===== src/hdl/bks_pkg.sv =====
`timescale 1ns / 1ps
// ----------------------------------------------------------------------------
// bks_pkg
// Shared types, register codes and saturation helpers for the box smoother.
// ----------------------------------------------------------------------------
package bks_pkg;

  localparam logic [1:0] REG_PROCESS_NOISE     = 2'd0;
  localparam logic [1:0] REG_MEASUREMENT_NOISE = 2'd1;
  localparam logic [1:0] REG_CLAMP_POSITION    = 2'd2;
  localparam logic [1:0] REG_CLAMP_SCALE       = 2'd3;

  localparam logic [30:0] RST_PROCESS_NOISE     = 31'd655;
  localparam logic [30:0] RST_MEASUREMENT_NOISE = 31'd6554;
  localparam logic [30:0] RST_CLAMP_POSITION    = 31'd1310720;
  localparam logic [30:0] RST_CLAMP_SCALE       = 31'd655360;

  localparam logic [1:0] AXIS_CX = 2'd0;
  localparam logic [1:0] AXIS_CY = 2'd1;
  localparam logic [1:0] AXIS_W  = 2'd2;
  localparam logic [1:0] AXIS_H  = 2'd3;

  localparam int NUM_PRODUCTS = 5;

  localparam logic signed [65:0] SAT_MAX = 66'sd2147483647;
  localparam logic signed [65:0] SAT_MIN = -66'sd2147483648;

  typedef enum logic [3:0] {
    S_IDLE, S_DECIDE, S_LOAD, S_FIRST, S_PRED, S_SCHK, S_KPW, S_KVW,
    S_MUL, S_CLAMP, S_FINAL, S_EMIT
  } state_t;

  typedef struct packed {
    logic       latch;
    logic       load_box;
    logic       first;
    logic       pred;
    logic       schk;
    logic       div_start;
    logic       div_sel;
    logic       kp_latch;
    logic       kv_latch;
    logic       mul_en;
    logic [2:0] mul_k;
    logic       apply_en;
    logic [2:0] apply_k;
    logic       clamp;
    logic       final_stage;
    logic       out_load;
    logic [1:0] axis;
  } cmd_t;

  typedef struct packed {
    logic action;
    logic present;
    logic correct;
    logic started;
    logic s_pos;
    logic div_done;
    logic out_free;
  } stat_t;

  function automatic logic signed [31:0] sat32(input logic signed [65:0] x);
    logic signed [31:0] r;
    if (x > SAT_MAX) r = 32'sh7fffffff;
    else if (x < SAT_MIN) r = 32'sh80000000;
    else r = x[31:0];
    return r;
  endfunction

  function automatic logic signed [65:0] clamp66(input logic signed [65:0] v,
                                                 input logic signed [65:0] lo,
                                                 input logic signed [65:0] hi);
    logic signed [65:0] r;
    if (v < lo) r = lo;
    else if (v > hi) r = hi;
    else r = v;
    return r;
  endfunction

endpackage


===== src/hdl/bks_ctrl.sv =====
`timescale 1ns / 1ps
// ----------------------------------------------------------------------------
// bks_ctrl
// Frame sequencer: decode; load a track, or predict and correct each axis, clamp and emit.
// ----------------------------------------------------------------------------
module bks_ctrl import bks_pkg::*; (
  input  logic  clk,
  input  logic  rst,
  input  logic  in_valid,
  output logic  in_stall,
  input  stat_t st,
  output cmd_t  cmd
);

  state_t     state, state_next;
  logic [1:0] axis, axis_next;
  logic [2:0] k, k_next;

  always_ff @(posedge clk) begin
    if (rst) begin
      state <= S_IDLE;
      axis  <= '0;
      k     <= '0;
    end else begin
      state <= state_next;
      axis  <= axis_next;
      k     <= k_next;
    end
  end

  always_comb begin
    state_next  = state;
    axis_next   = axis;
    k_next      = k;
    cmd         = '0;
    cmd.axis    = axis;
    cmd.mul_k   = k;
    cmd.apply_k = k - 3'd1;
    in_stall    = 1'b1;
    unique case (state)
      S_IDLE: begin
        in_stall = 1'b0;
        if (in_valid) begin
          cmd.latch  = 1'b1;
          state_next = S_DECIDE;
        end
      end
      S_DECIDE: begin
        axis_next = '0;
        if (st.action) state_next = st.present ? S_LOAD : S_IDLE;
        else if (!st.started) state_next = S_FIRST;
        else state_next = S_PRED;
      end
      S_LOAD: begin
        cmd.load_box = 1'b1;
        state_next   = S_IDLE;
      end
      S_FIRST: begin
        cmd.first    = 1'b1;
        cmd.load_box = st.present;
        state_next   = S_EMIT;
      end
      S_PRED: begin
        cmd.pred = 1'b1;
        if (st.correct) state_next = S_SCHK;
        else if (axis == AXIS_H) state_next = S_CLAMP;
        else axis_next = axis + 2'd1;
      end
      S_SCHK: begin
        cmd.schk = 1'b1;
        if (st.s_pos) begin
          cmd.div_start = 1'b1;
          state_next    = S_KPW;
        end else if (axis == AXIS_H) begin
          state_next = S_CLAMP;
        end else begin
          axis_next  = axis + 2'd1;
          state_next = S_PRED;
        end
      end
      S_KPW: begin
        if (st.div_done) begin
          cmd.kp_latch  = 1'b1;
          cmd.div_start = 1'b1;
          cmd.div_sel   = 1'b1;
          state_next    = S_KVW;
        end
      end
      S_KVW: begin
        cmd.div_sel = 1'b1;
        if (st.div_done) begin
          cmd.kv_latch = 1'b1;
          k_next       = '0;
          state_next   = S_MUL;
        end
      end
      S_MUL: begin
        // overlap: multiply product k while writing back product k-1
        cmd.mul_en   = k < 3'(NUM_PRODUCTS);
        cmd.apply_en = k != 3'd0;
        k_next       = k + 3'd1;
        if (k == 3'(NUM_PRODUCTS)) begin
          if (axis == AXIS_H) begin
            state_next = S_CLAMP;
          end else begin
            axis_next  = axis + 2'd1;
            state_next = S_PRED;
          end
        end
      end
      S_CLAMP: begin
        cmd.clamp  = 1'b1;
        state_next = S_FINAL;
      end
      S_FINAL: begin
        cmd.final_stage = 1'b1;
        state_next      = S_EMIT;
      end
      S_EMIT: begin
        if (st.out_free) begin
          cmd.out_load = 1'b1;
          state_next   = S_IDLE;
        end
      end
      default: state_next = S_IDLE;
    endcase
  end

  a_stall_busy: assert property (@(posedge clk) disable iff (rst)
    (state != S_IDLE) |-> in_stall)
    else $error("input taken while busy");
  a_mul_range: assert property (@(posedge clk) disable iff (rst)
    (state == S_MUL) |-> (k <= 3'(NUM_PRODUCTS)))
    else $error("product counter out of range");
  a_emit_after_accept: assert property (@(posedge clk) disable iff (rst)
    cmd.out_load |=> (state == S_IDLE))
    else $error("emit did not return to idle");

endmodule


===== config.mk =====
export PLATFORM = sky130hd
export DESIGN_NAME = bks_ctrl
export DESIGN_NICKNAME = d
export VERILOG_FILES = /design/src/hdl/bks_pkg.sv /design/src/hdl/bks_ctrl.sv
export SDC_FILE = /design/constraint.sdc
export NUM_CORES = 1
export LEC_CHECK = 0
export ABC_AREA = 0
export BUFFER_PORTS_ARGS = -buffer_cell sky130_fd_sc_hd__buf_2
export CORE_UTILIZATION = 45
export CTS_BUF_LIST = sky130_fd_sc_hd__clkbuf_4
export CTS_CLUSTER_DIAMETER = 100
export DETAILED_ROUTE_END_ITERATION = 10
export MAX_ROUTING_LAYER = met4
export PLACE_DENSITY_LB_ADDON = 0.15
export SKIP_CTS_REPAIR_TIMING = 1
export SYNTH_ARGS = -nofsm -noshare
export SYNTH_HDL_FRONTEND = slang
export SYNTH_SLANG_ARGS = --single-unit

===== constraint.sdc =====
create_clock -name clk -period 1.64 [get_ports clk]
set_input_delay 0 -clock clk [delete_from_list [all_inputs] [get_ports clk]]
set_output_delay 0 -clock clk [all_outputs]
set_load 0.02 [all_outputs]

==> flow_metrics.env, run 1 <==
export IMPL_hold_depth=2
export IMPL_io_buffers=32
export IMPL_cap_viol_max_count=0
export IMPL_min_path_type="input port to flip-flop"
export IMPL_synth_common_cells="23 x nor2_1, 12 x a21oi_1, 11 x nand2_1"
export IMPL_fin_util_pct=67.1
export IMPL_worstPathMaxFanout=11
export IMPL_slew_headroom_pct=75.8
export IMPL_crit_buf_inv=1
export IMPL_cts_tree="yes"
export IMPL_dr_max_layer_used="met4"
export IMPL_wl_met1_mm=1.35
export IMPL_layout_nets=201
export IMPL_yosys_warnings=0
export IMPL_whs_ns=0.0426
export IMPL_synth_nets=156
export IMPL_drtIter0Drc=49
export IMPL_worstPathArrival_ns=1.79
export IMPL_die_w_um=47.5
export IMPL_routabilityCongestion=0.929
export IMPL_antenna_found_initial=0
export IMPL_cpLargestDelayFamily="simple AND/OR/NAND/NOR gates"
export IMPL_critPathKind="flip-flop to flip-flop"
export IMPL_ys_flop_type="dfxtp_1"
export IMPL_placed_area_mm2=0.00121
export IMPL_rows=16
export IMPL_r2r_setup_slack_ns=0.04
export IMPL_first_global_vias=871
export IMPL_wl_per_cell_um=14.2
export IMPL_die_height_um=47.5
export IMPL_areaGrowthSynthToFinish_pct=41.2
export IMPL_hold_path_end="axis[1]"
export IMPL_cts_sinks=9
export IMPL_ant_nets=0
export IMPL_start_util_pct=47.5
export IMPL_setup_viol_count_final=0
export IMPL_final_fill_count=188
export IMPL_synth_avg_cell_area_um2=6.61
export IMPL_grt_pass1_wl_mm=3.93
export IMPL_cts_buffers=3
export IMPL_die_area_mm2=0.00226
export IMPL_critPathLaunchType="flip-flop"
export IMPL_rsz0062_at_grt="true"
export IMPL_dp_cells=207
export IMPL_grt_usage_pct=25.0
export IMPL_h_tree_depth=1
export IMPL_p_leak_nw=0.580
export IMPL_seq_area_frac_synth_pct=19.3
export IMPL_post_synth_top_area_fraction_pct=19.3
export IMPL_synth_cell_types=38
export IMPL_synthCells=141
export IMPL_power_total_mw=1.42
export IMPL_fmax_ghz=0.624
export IMPL_critPathSlowestCell="or3b_4"
export IMPL_overflow=0
export IMPL_stdcell_count=212
export IMPL_worstRegToRegCells=5
export IMPL_wirelength_mm=3.00
export IMPL_core_area_mm2=0.00196
export IMPL_slowest_delay_ns=0.41
export IMPL_finalCriticalPeriod_ns=1.60
export IMPL_drc=0
export IMPL_hold_viol=0
export IMPL_async_reset_ff_share_pct=0
export IMPL_min_from="rst"
export IMPL_synth_area_leaders="dfxtp_1 19%, nor2_1 9.3%, ha_1 6.7%"
export IMPL_post_synth_top_count_cell="nor2_1"
export IMPL_num_vias=1212
export IMPL_synth_seq_cells=9
export IMPL_worst_pin_slew_ns=0.363
export IMPL_finalCritPeriodShare_pct=97.7
export IMPL_via_per_inst=5.72
export IMPL_cp_end_kind="flip-flop"
export IMPL_powerDensity_mw_per_mm2=1080
export IMPL_layout_drive_gt1_share_pct=38.9
export IMPL_path_clk_slew_ns=0.06
export IMPL_synth_area_leader_cell="dfxtp_1"
export IMPL_synth_edff_count=0
export IMPL_diodes=0
export IMPL_dr_wl_met2_mm=1.44
export IMPL_worstPathCellList="buf_4 > nor4b_4 > a21oi_1 > or3b_4 > a21oi_2"
export IMPL_timing_rr_end="axis[1]"
export IMPL_worstReg2RegStart="state[2]"
export IMPL_post_route_cell_area_mm2=0.00132
export IMPL_cts_root_buf="clkbuf_4"
export IMPL_worstPathRequired_ns=1.83
export IMPL_grt_max_degree=18
export IMPL_vdd_drop_max_mv=0.890
export IMPL_drtPass1Iterations=4
export IMPL_io_pins=33
export IMPL_place_hpwl_mm=2.18
export IMPL_drv_slew=0
export IMPL_clk_latency_ns=0.26
export IMPL_outcome="completed"
export IMPL_synth_area_um2=932
export IMPL_wl_met3_um=173
export IMPL_fin_skew_ns=0.00210
export IMPL_clock_path_buffers=2
[layout by cell type, fill, tap and decap left out, types with 2 or more instances in the layout]
cell type  count
clkbuf_4       4
ha_1           4
inv_1          7
nor2_1        22
nor3_2         2
xor2_1         2
or3b_4         2
nand2_1       11
nor3_1         3
buf_4         16
nand2b_1       8
o21ai_1        3
and3_1         3
and2_1         2
dfxtp_1        7
nor3b_1        3
nand3_1        6
a21oi_2        3
o21ai_0        6
a31oi_1        3
o22ai_1        2
nor2_2         2
nor4bb_1       2
buf_2         31
a21oi_1        9
[registers in the layout (all words and copies together), names as in the netlist]
register / count
state: 4
k: 3
axis: 2
[cell families after synthesis]
logic type,Yosys count,share of synthesized area (%)
XOR/XNOR,2,1.88
multiplexers,1,1.21
AO/OA/AOI/OAI,35,22.8
flip-flops,9,19.3
buffers and inverters,17,7.38
adder cells (fa/ha/maj),5,6.71
AND/OR/NAND/NOR,72,40.7
[layout make-up]
class	count	area [um2]	area share, %
clock buffers	4	30.0	2.28
inverters	8	33.8	2.57
multi-input cells	115	732	55.6
flip-flops and latches	9	185	14.1
well taps	27	33.8	2.57
repair buffers	49	302	22.9
[per-stage QoR]
| step | setup slack (ns) | setup TNS, ns |
|---|---|---|
| 3_5_place_dp | 0.0272 | 0 |
| 5_1_grt | -0.0307 | -0.0851 |
| 2_1_floorplan | 0.0302 | 0 |
| 4_1_cts | -0.0160 | -0.0160 |
| 6_report | 0.0377 | 0 |
| 3_3_place_gp | 0.0567 | 0 |
[power breakdown]
group | switching (mW) | total, mW | leakage [nW] | internal [mW]
sequential | 0.0353 | 0.290 | 0.0740 | 0.255
clock | 0.0767 | 0.187 | 0.0184 | 0.110
combinational | 0.549 | 0.946 | 0.488 | 0.397
[how the worst max path moves through the flow]
stage	startpoint	to	slack, ns	depth (start not counted)
after floorplan	axis[0]	axis[1]	0.03	6
after global placement	state[2]	state[3]	0.06	6
after detailed placement	state[3]	axis[1]	0.03	5
after CTS	state[0]	cmd[16]	-0.02	7
after global routing	state[2]	cmd[12]	-0.03	5
final	state[2]	axis[1]	0.04	5
[metal layers]
| layer | track usage, % | vias up |
|---|---|---|
| li1 | - | 585 |
| met1 | 35.3 | 558 |
| met2 | 38.4 | 63 |
| met3 | 3.40 | 6 |
| met4 | 4.00 | 0 |
| met5 | - | - |
Note: power is estimated with default switching activity, not from simulation.
==> run 2: changes to the inputs <==
Settings changed: RECOVER_POWER set to 50, SKIP_CTS_REPAIR_TIMING 1 to not set.
==> run 2 against run 1 <==
Effect of this change: first-iteration DRC count shrank 27%; critical path type unchanged; worst setup slack improved by 0.0054 ns; cell count unchanged; maximum frequency grew 0.34%; total power shrank 0.19%; non-clock buffer count unchanged; die area unchanged; sequential share of layout area increased by 0.081 points; via count is 0.25% higher; combinational power is essentially flat; sequential power barely moved; hold slack hardly changed.
==> flow_metrics.env, run 2 (synthesis results as in run 1) <==
export IMPL_worst_pin_slew_ns=0.367
export IMPL_finalCritPeriodShare_pct=97.4
export IMPL_swShare_pct=46.5
export IMPL_top_regs="state x4, k x3, axis x2"
export IMPL_fin_skew_ns=0.00169
export IMPL_num_vias=1215
export IMPL_cp_end_kind="flip-flop"
export IMPL_fin_ws_ns=0.0431
export IMPL_pwr_share_seq_pct=20.4
export IMPL_ctsHoldBuffers=0
export IMPL_worstPathArrival_ns=1.79
export IMPL_fmax_ghz=0.626
export IMPL_wl_met1_mm=1.30
export IMPL_h_tree_depth=1
export IMPL_cts_sinks=9
export IMPL_io_buffers=32
export IMPL_path_clk_slew_ns=0.06
export IMPL_slew_headroom_pct=75.5
export IMPL_die_area_mm2=0.00226
export IMPL_grt_usage_pct=25.2
export IMPL_ant_nets=0
export IMPL_seq_area_um2=185
export IMPL_endpoint="axis[1]"
export IMPL_powerDensity_mw_per_mm2=1080
export IMPL_rsz0062_at_grt="true"
export IMPL_p_clk_share_pct=13.2
export IMPL_slowest_delay_ns=0.41
export IMPL_layout_drive_gt1_share_pct=35.7
export IMPL_first_global_vias=871
export IMPL_cap_viol_max_count=0
export IMPL_core_area_mm2=0.00196
export IMPL_final_fill_count=189
export IMPL_via_per_inst=5.73
export IMPL_worstReg2RegStart="state[2]"
export IMPL_cts_buffers=3
export IMPL_drtPass1Iterations=4
export IMPL_power_frac_comb_pct=66.4
export IMPL_worstPathMaxFanout=11
export IMPL_wirelength_mm=3.03
export IMPL_critPathKind="flip-flop to flip-flop"
export IMPL_top_register="state"
export IMPL_multi_input_area_um2=732
export IMPL_worstPathCellList="buf_4 > nor4b_4 > a21oi_1 > or3b_4 > a21oi_2"
export IMPL_grt_max_degree=18
export IMPL_antenna_found_initial=0
export IMPL_hold_viol=0
export IMPL_start_util_pct=47.5
export IMPL_setup_tns_ns=0
export IMPL_clk_latency_ns=0.26
export IMPL_outcome="completed"
export IMPL_layout_nets=201
export IMPL_grt_pass1_wl_mm=3.94
export IMPL_crit_buf_inv=1
export IMPL_drtIter0Drc=36
export IMPL_cp_startpoint="state[2]"
export IMPL_cpLargestDelayFamily="simple AND/OR/NAND/NOR gates"
export IMPL_largest_reg_flops=4
export IMPL_post_place_ws_ns=0.0272
export IMPL_critPathLaunchType="flip-flop"
export IMPL_cp_num_cells=5
export IMPL_die_height_um=47.5
export IMPL_io_pins=33
export IMPL_rows=16
export IMPL_drc=0
export IMPL_p_leak_nw=0.557
export IMPL_fin_util_pct=66.7
export IMPL_cts_tree="yes"
export IMPL_die_w_um=47.5
export IMPL_diodes=0
export IMPL_setup_viol_count_final=0
export IMPL_finalCriticalPeriod_ns=1.60
export IMPL_min_path_type="input port to flip-flop"
export IMPL_whs_ns=0.0423
export IMPL_worstRegToRegCells=5
export IMPL_r2r_setup_slack_ns=0.04
export IMPL_internal_power_mw=0.759
export IMPL_place_hpwl_mm=2.18
export IMPL_areaGrowthSynthToFinish_pct=40.4
export IMPL_timing_rr_end="axis[1]"
export IMPL_final_common_cell="buf_2"
export IMPL_overflow=0
export IMPL_clock_path_buffers=2
export IMPL_dr_max_layer_used="met4"
export IMPL_cts_root_buf="clkbuf_4"
export IMPL_critPathSlowestCell="or3b_4"
export IMPL_wl_per_cell_um=14.3
export IMPL_power_total_mw=1.42
export IMPL_dr_wl_met2_mm=1.47
export IMPL_wl_met3_um=218
export IMPL_vdd_drop_max_mv=0.885
export IMPL_drv_slew=0
export IMPL_layout_common_cells="25 x buf_2, 22 x nor2_1, 16 x buf_4"
export IMPL_power_switching_mw=0.660
export IMPL_worstPathRequired_ns=1.83
export IMPL_routabilityCongestion=0.929
## run 2: area by class of cell
type	count	area share, %
Multi-Input combinational cell	115	55.9
Timing Repair Buffer	49	22.5
Sequential cell	9	14.1
Inverter	8	2.58
Tap cell	27	2.58
Clock buffer	4	2.29
## run 2: power groups by stage
stage	Combinational (mW)	Sequential (mW)	Clock [mW]
final	0.943	0.290	0.187
after global routing	1.02	0.296	0.200
after CTS	0.820	0.278	0.191
after detailed placement	0.812	0.283	0
after global placement	0.804	0.281	0
after floorplan	0.532	0.286	0
## run 2: per-layer routing
metal / up-vias / GRT usage, %
li1: 586 / -
met1: 555 / 35.3
met2: 68 / 38.9
met3: 6 / 3.40
met4: 0 / 4.00
met5: - / -
## run 2: timing repair
item,in CTS,in global routing
pin swaps,0,1
endpoints found under the hold margin,0,0
gates cloned,0,0
setup endpoints to repair,1,12
buffers inserted,0,1
gates resized for setup,1,18
## run 2: worst register-to-register path: stages (launching register included)
cell	delay, ns
dfxtp_1	0.35
buf_4	0.19
nor4b_4	0.34
a21oi_1	0.10
or3b_4	0.41
a21oi_2	0.15
## run 2: worst min path at each step
stage / start / slack, ns / endpoint / cells past startpoint
after floorplan: st[0] / 0.13 / cmd[2] / 2
after global placement: rst / 0.30 / axis[1] / 2
after global routing: rst / 0.06 / axis[1] / 2
after CTS: rst / 0.04 / axis[0] / 2
after detailed placement: rst / 0.31 / state[2] / 2
final: rst / 0.04 / axis[1] / 2
## run 2: metrics by stage
step	instance area, um2	std cells
2_1_floorplan	935	141
3_3_place_gp	1210	207
3_5_place_dp	1210	207
4_1_cts	1240	211
5_1_grt	1310	212
6_report	1310	212
==> run 3: changes to the inputs <==
Settings changed: CORE_ASPECT_RATIO set to 0.7, RECOVER_POWER 50 to not set.
==> run 3 against run 2 <==
Effect of this change: the flow now finishes with violations (setup timing); total power fell by 4.5%; register-to-register slack got worse by 0.02 ns; critical path depth rose by 2; maximum frequency fell by 2.8%; non-clock buffer count fell by 1; critical path type is now flip-flop to primary output; critical endpoint is now cmd[16]; largest cell class unchanged.
==> flow_metrics.env, run 3 (synthesis results as in run 1) <==
export IMPL_vdd_drop_max_mv=0.744
export IMPL_worstPathMaxFanout=8
export IMPL_grt_max_degree=15
export IMPL_top_regs="state x4, k x3, axis x2"
export IMPL_violations="setup timing"
export IMPL_core_area_mm2=0.00190
export IMPL_worstPathArrival_ns=1.64
export IMPL_worstPathRequired_ns=1.64
export IMPL_h_tree_depth=1
export IMPL_setup_viol_count_final=1
export IMPL_io_buffers=32
export IMPL_worst_pin_slew_ns=0.334
export IMPL_antenna_found_initial=0
export IMPL_multi_input_area_um2=724
export IMPL_drtPass1Iterations=5
export IMPL_cts_buffers=3
export IMPL_cp_end_kind="primary output"
export IMPL_drc=0
export IMPL_ctsHoldBuffers=0
export IMPL_p_leak_nw=0.576
export IMPL_overflow=0
export IMPL_stdcell_count=206
export IMPL_grt_pass1_wl_mm=4.22
export IMPL_fin_ws_ns=-0.00301
export IMPL_drtIter0Drc=92
export IMPL_dp_cells=202
export IMPL_place_hpwl_mm=2.13
export IMPL_outcome="finished with violations"
export IMPL_cts_setup_buffers=0
export IMPL_io_pins=33
export IMPL_layout_nets=200
export IMPL_die_height_um=40.1
export IMPL_min_path_type="input port to flip-flop"
export IMPL_power_total_mw=1.36
export IMPL_powerDensity_mw_per_mm2=1050
export IMPL_areaGrowthSynthToFinish_pct=38.5
export IMPL_cts_tree="yes"
export IMPL_finalCritPeriodShare_pct=100
export IMPL_via_per_inst=5.88
export IMPL_hold_viol=0
export IMPL_clock_path_buffers=2
export IMPL_grt_usage_pct=25.6
export IMPL_wirelength_mm=2.88
export IMPL_final_common_cell="buf_2"
export IMPL_die_w_um=56.4
export IMPL_die_area_mm2=0.00226
export IMPL_layout_common_cells="32 x buf_2, 22 x nor2_1, 15 x buf_4"
export IMPL_whs_ns=0.0516
export IMPL_layout_drive_gt1_share_pct=38.0
export IMPL_diodes=0
export IMPL_clk_latency_ns=0.26
export IMPL_wl_per_cell_um=14.0
export IMPL_rows=13
export IMPL_critPathLaunchType="flip-flop"
export IMPL_num_vias=1212
export IMPL_cts_sinks=9
export IMPL_final_fill_count=179
export IMPL_rsz0062_at_grt="true"
export IMPL_routabilityCongestion=0.977
export IMPL_drv_slew=0
export IMPL_cap_viol_max_count=0
export IMPL_finalCriticalPeriod_ns=1.64
export IMPL_start_util_pct=49.0
export IMPL_top_register="state"
export IMPL_critPathKind="flip-flop to primary output"
export IMPL_first_global_vias=945
export IMPL_path_clk_slew_ns=0.06
export IMPL_seq_area_um2=185
export IMPL_largest_reg_flops=4
export IMPL_cts_root_buf="clkbuf_4"
export IMPL_ant_nets=0
export IMPL_fmax_ghz=0.609
export IMPL_slew_headroom_pct=77.4
export IMPL_fin_skew_ns=0.00150
[run 3: cell types whose count changed in the layout (fill, tap and decap cells not counted), sizes merged]
| cell | delta |
|---|---|
| clkbuf | -7 |
| buf | +5 |
| clkinv | +1 |
[run 3: routing by layer]
metal,global-route usage (%),share of wire (%)
met2,41.7,45
met4,4.27,0.42
met5,-,0
met3,6.77,8.8
met1,33.0,46
[run 3: where the power goes]
part	internal, mW	leakage, nW	switching [mW]
logic	0.364	0.484	0.531
clock network	0.0900	0.0177	0.0788
registers	0.255	0.0740	0.0371
total	0.709	0.576	0.647
[run 3: worst max-delay path, cell delays in order (launching register included)]
cell	delay (ns)
dfxtp_4	0.37
buf_4	0.13
buf_4	0.16
clkinvlp_4	0.18
nor3_2	0.21
a31oi_1	0.06
nor2_1	0.09
buf_2	0.17
[run 3: worst paths after layout]
check	end	start	depth (start not counted)	slack (ns)
setup / recovery	cmd[16]	state[0]	7	-0.003
hold / removal	k[0]	rst	2	0.05
hold reg to reg	axis[1]	axis[1]	2	0.48
setup reg to reg	state[3]	state[0]	7	0.02
[run 3: layout make-up]
| type | instances | area share (%) |
|---|---|---|
| clock buffer | 3 | 1.74 |
| clock inverter | 1 | 0.388 |
| sequential | 9 | 14.3 |
| tap | 22 | 2.13 |
| inverter | 8 | 2.62 |
| timing repair buffer | 48 | 22.7 |
| multi-input combinational | 115 | 56.1 |
[run 3: timing repair]
action | in CTS | in global routing
cloned | 0 | 0
resized for setup | 3 | 12
endpoints found under the setup margin | 3 | 11
pin swaps | 0 | 1
[run 3: metrics by stage]
step                utilization (%)  worst slack, ns  cell area [um2]  TNS (ns)
detailed placement             63.9          -0.0314             1220   -0.0316
CTS                            65.7          0.00442             1250         0
floorplan                         -           0.0302              935         0
finish                         67.9         -0.00301             1290  -0.00301
global route                   67.9           -0.106             1290    -0.243
global placement               63.9           0.0426             1220         0
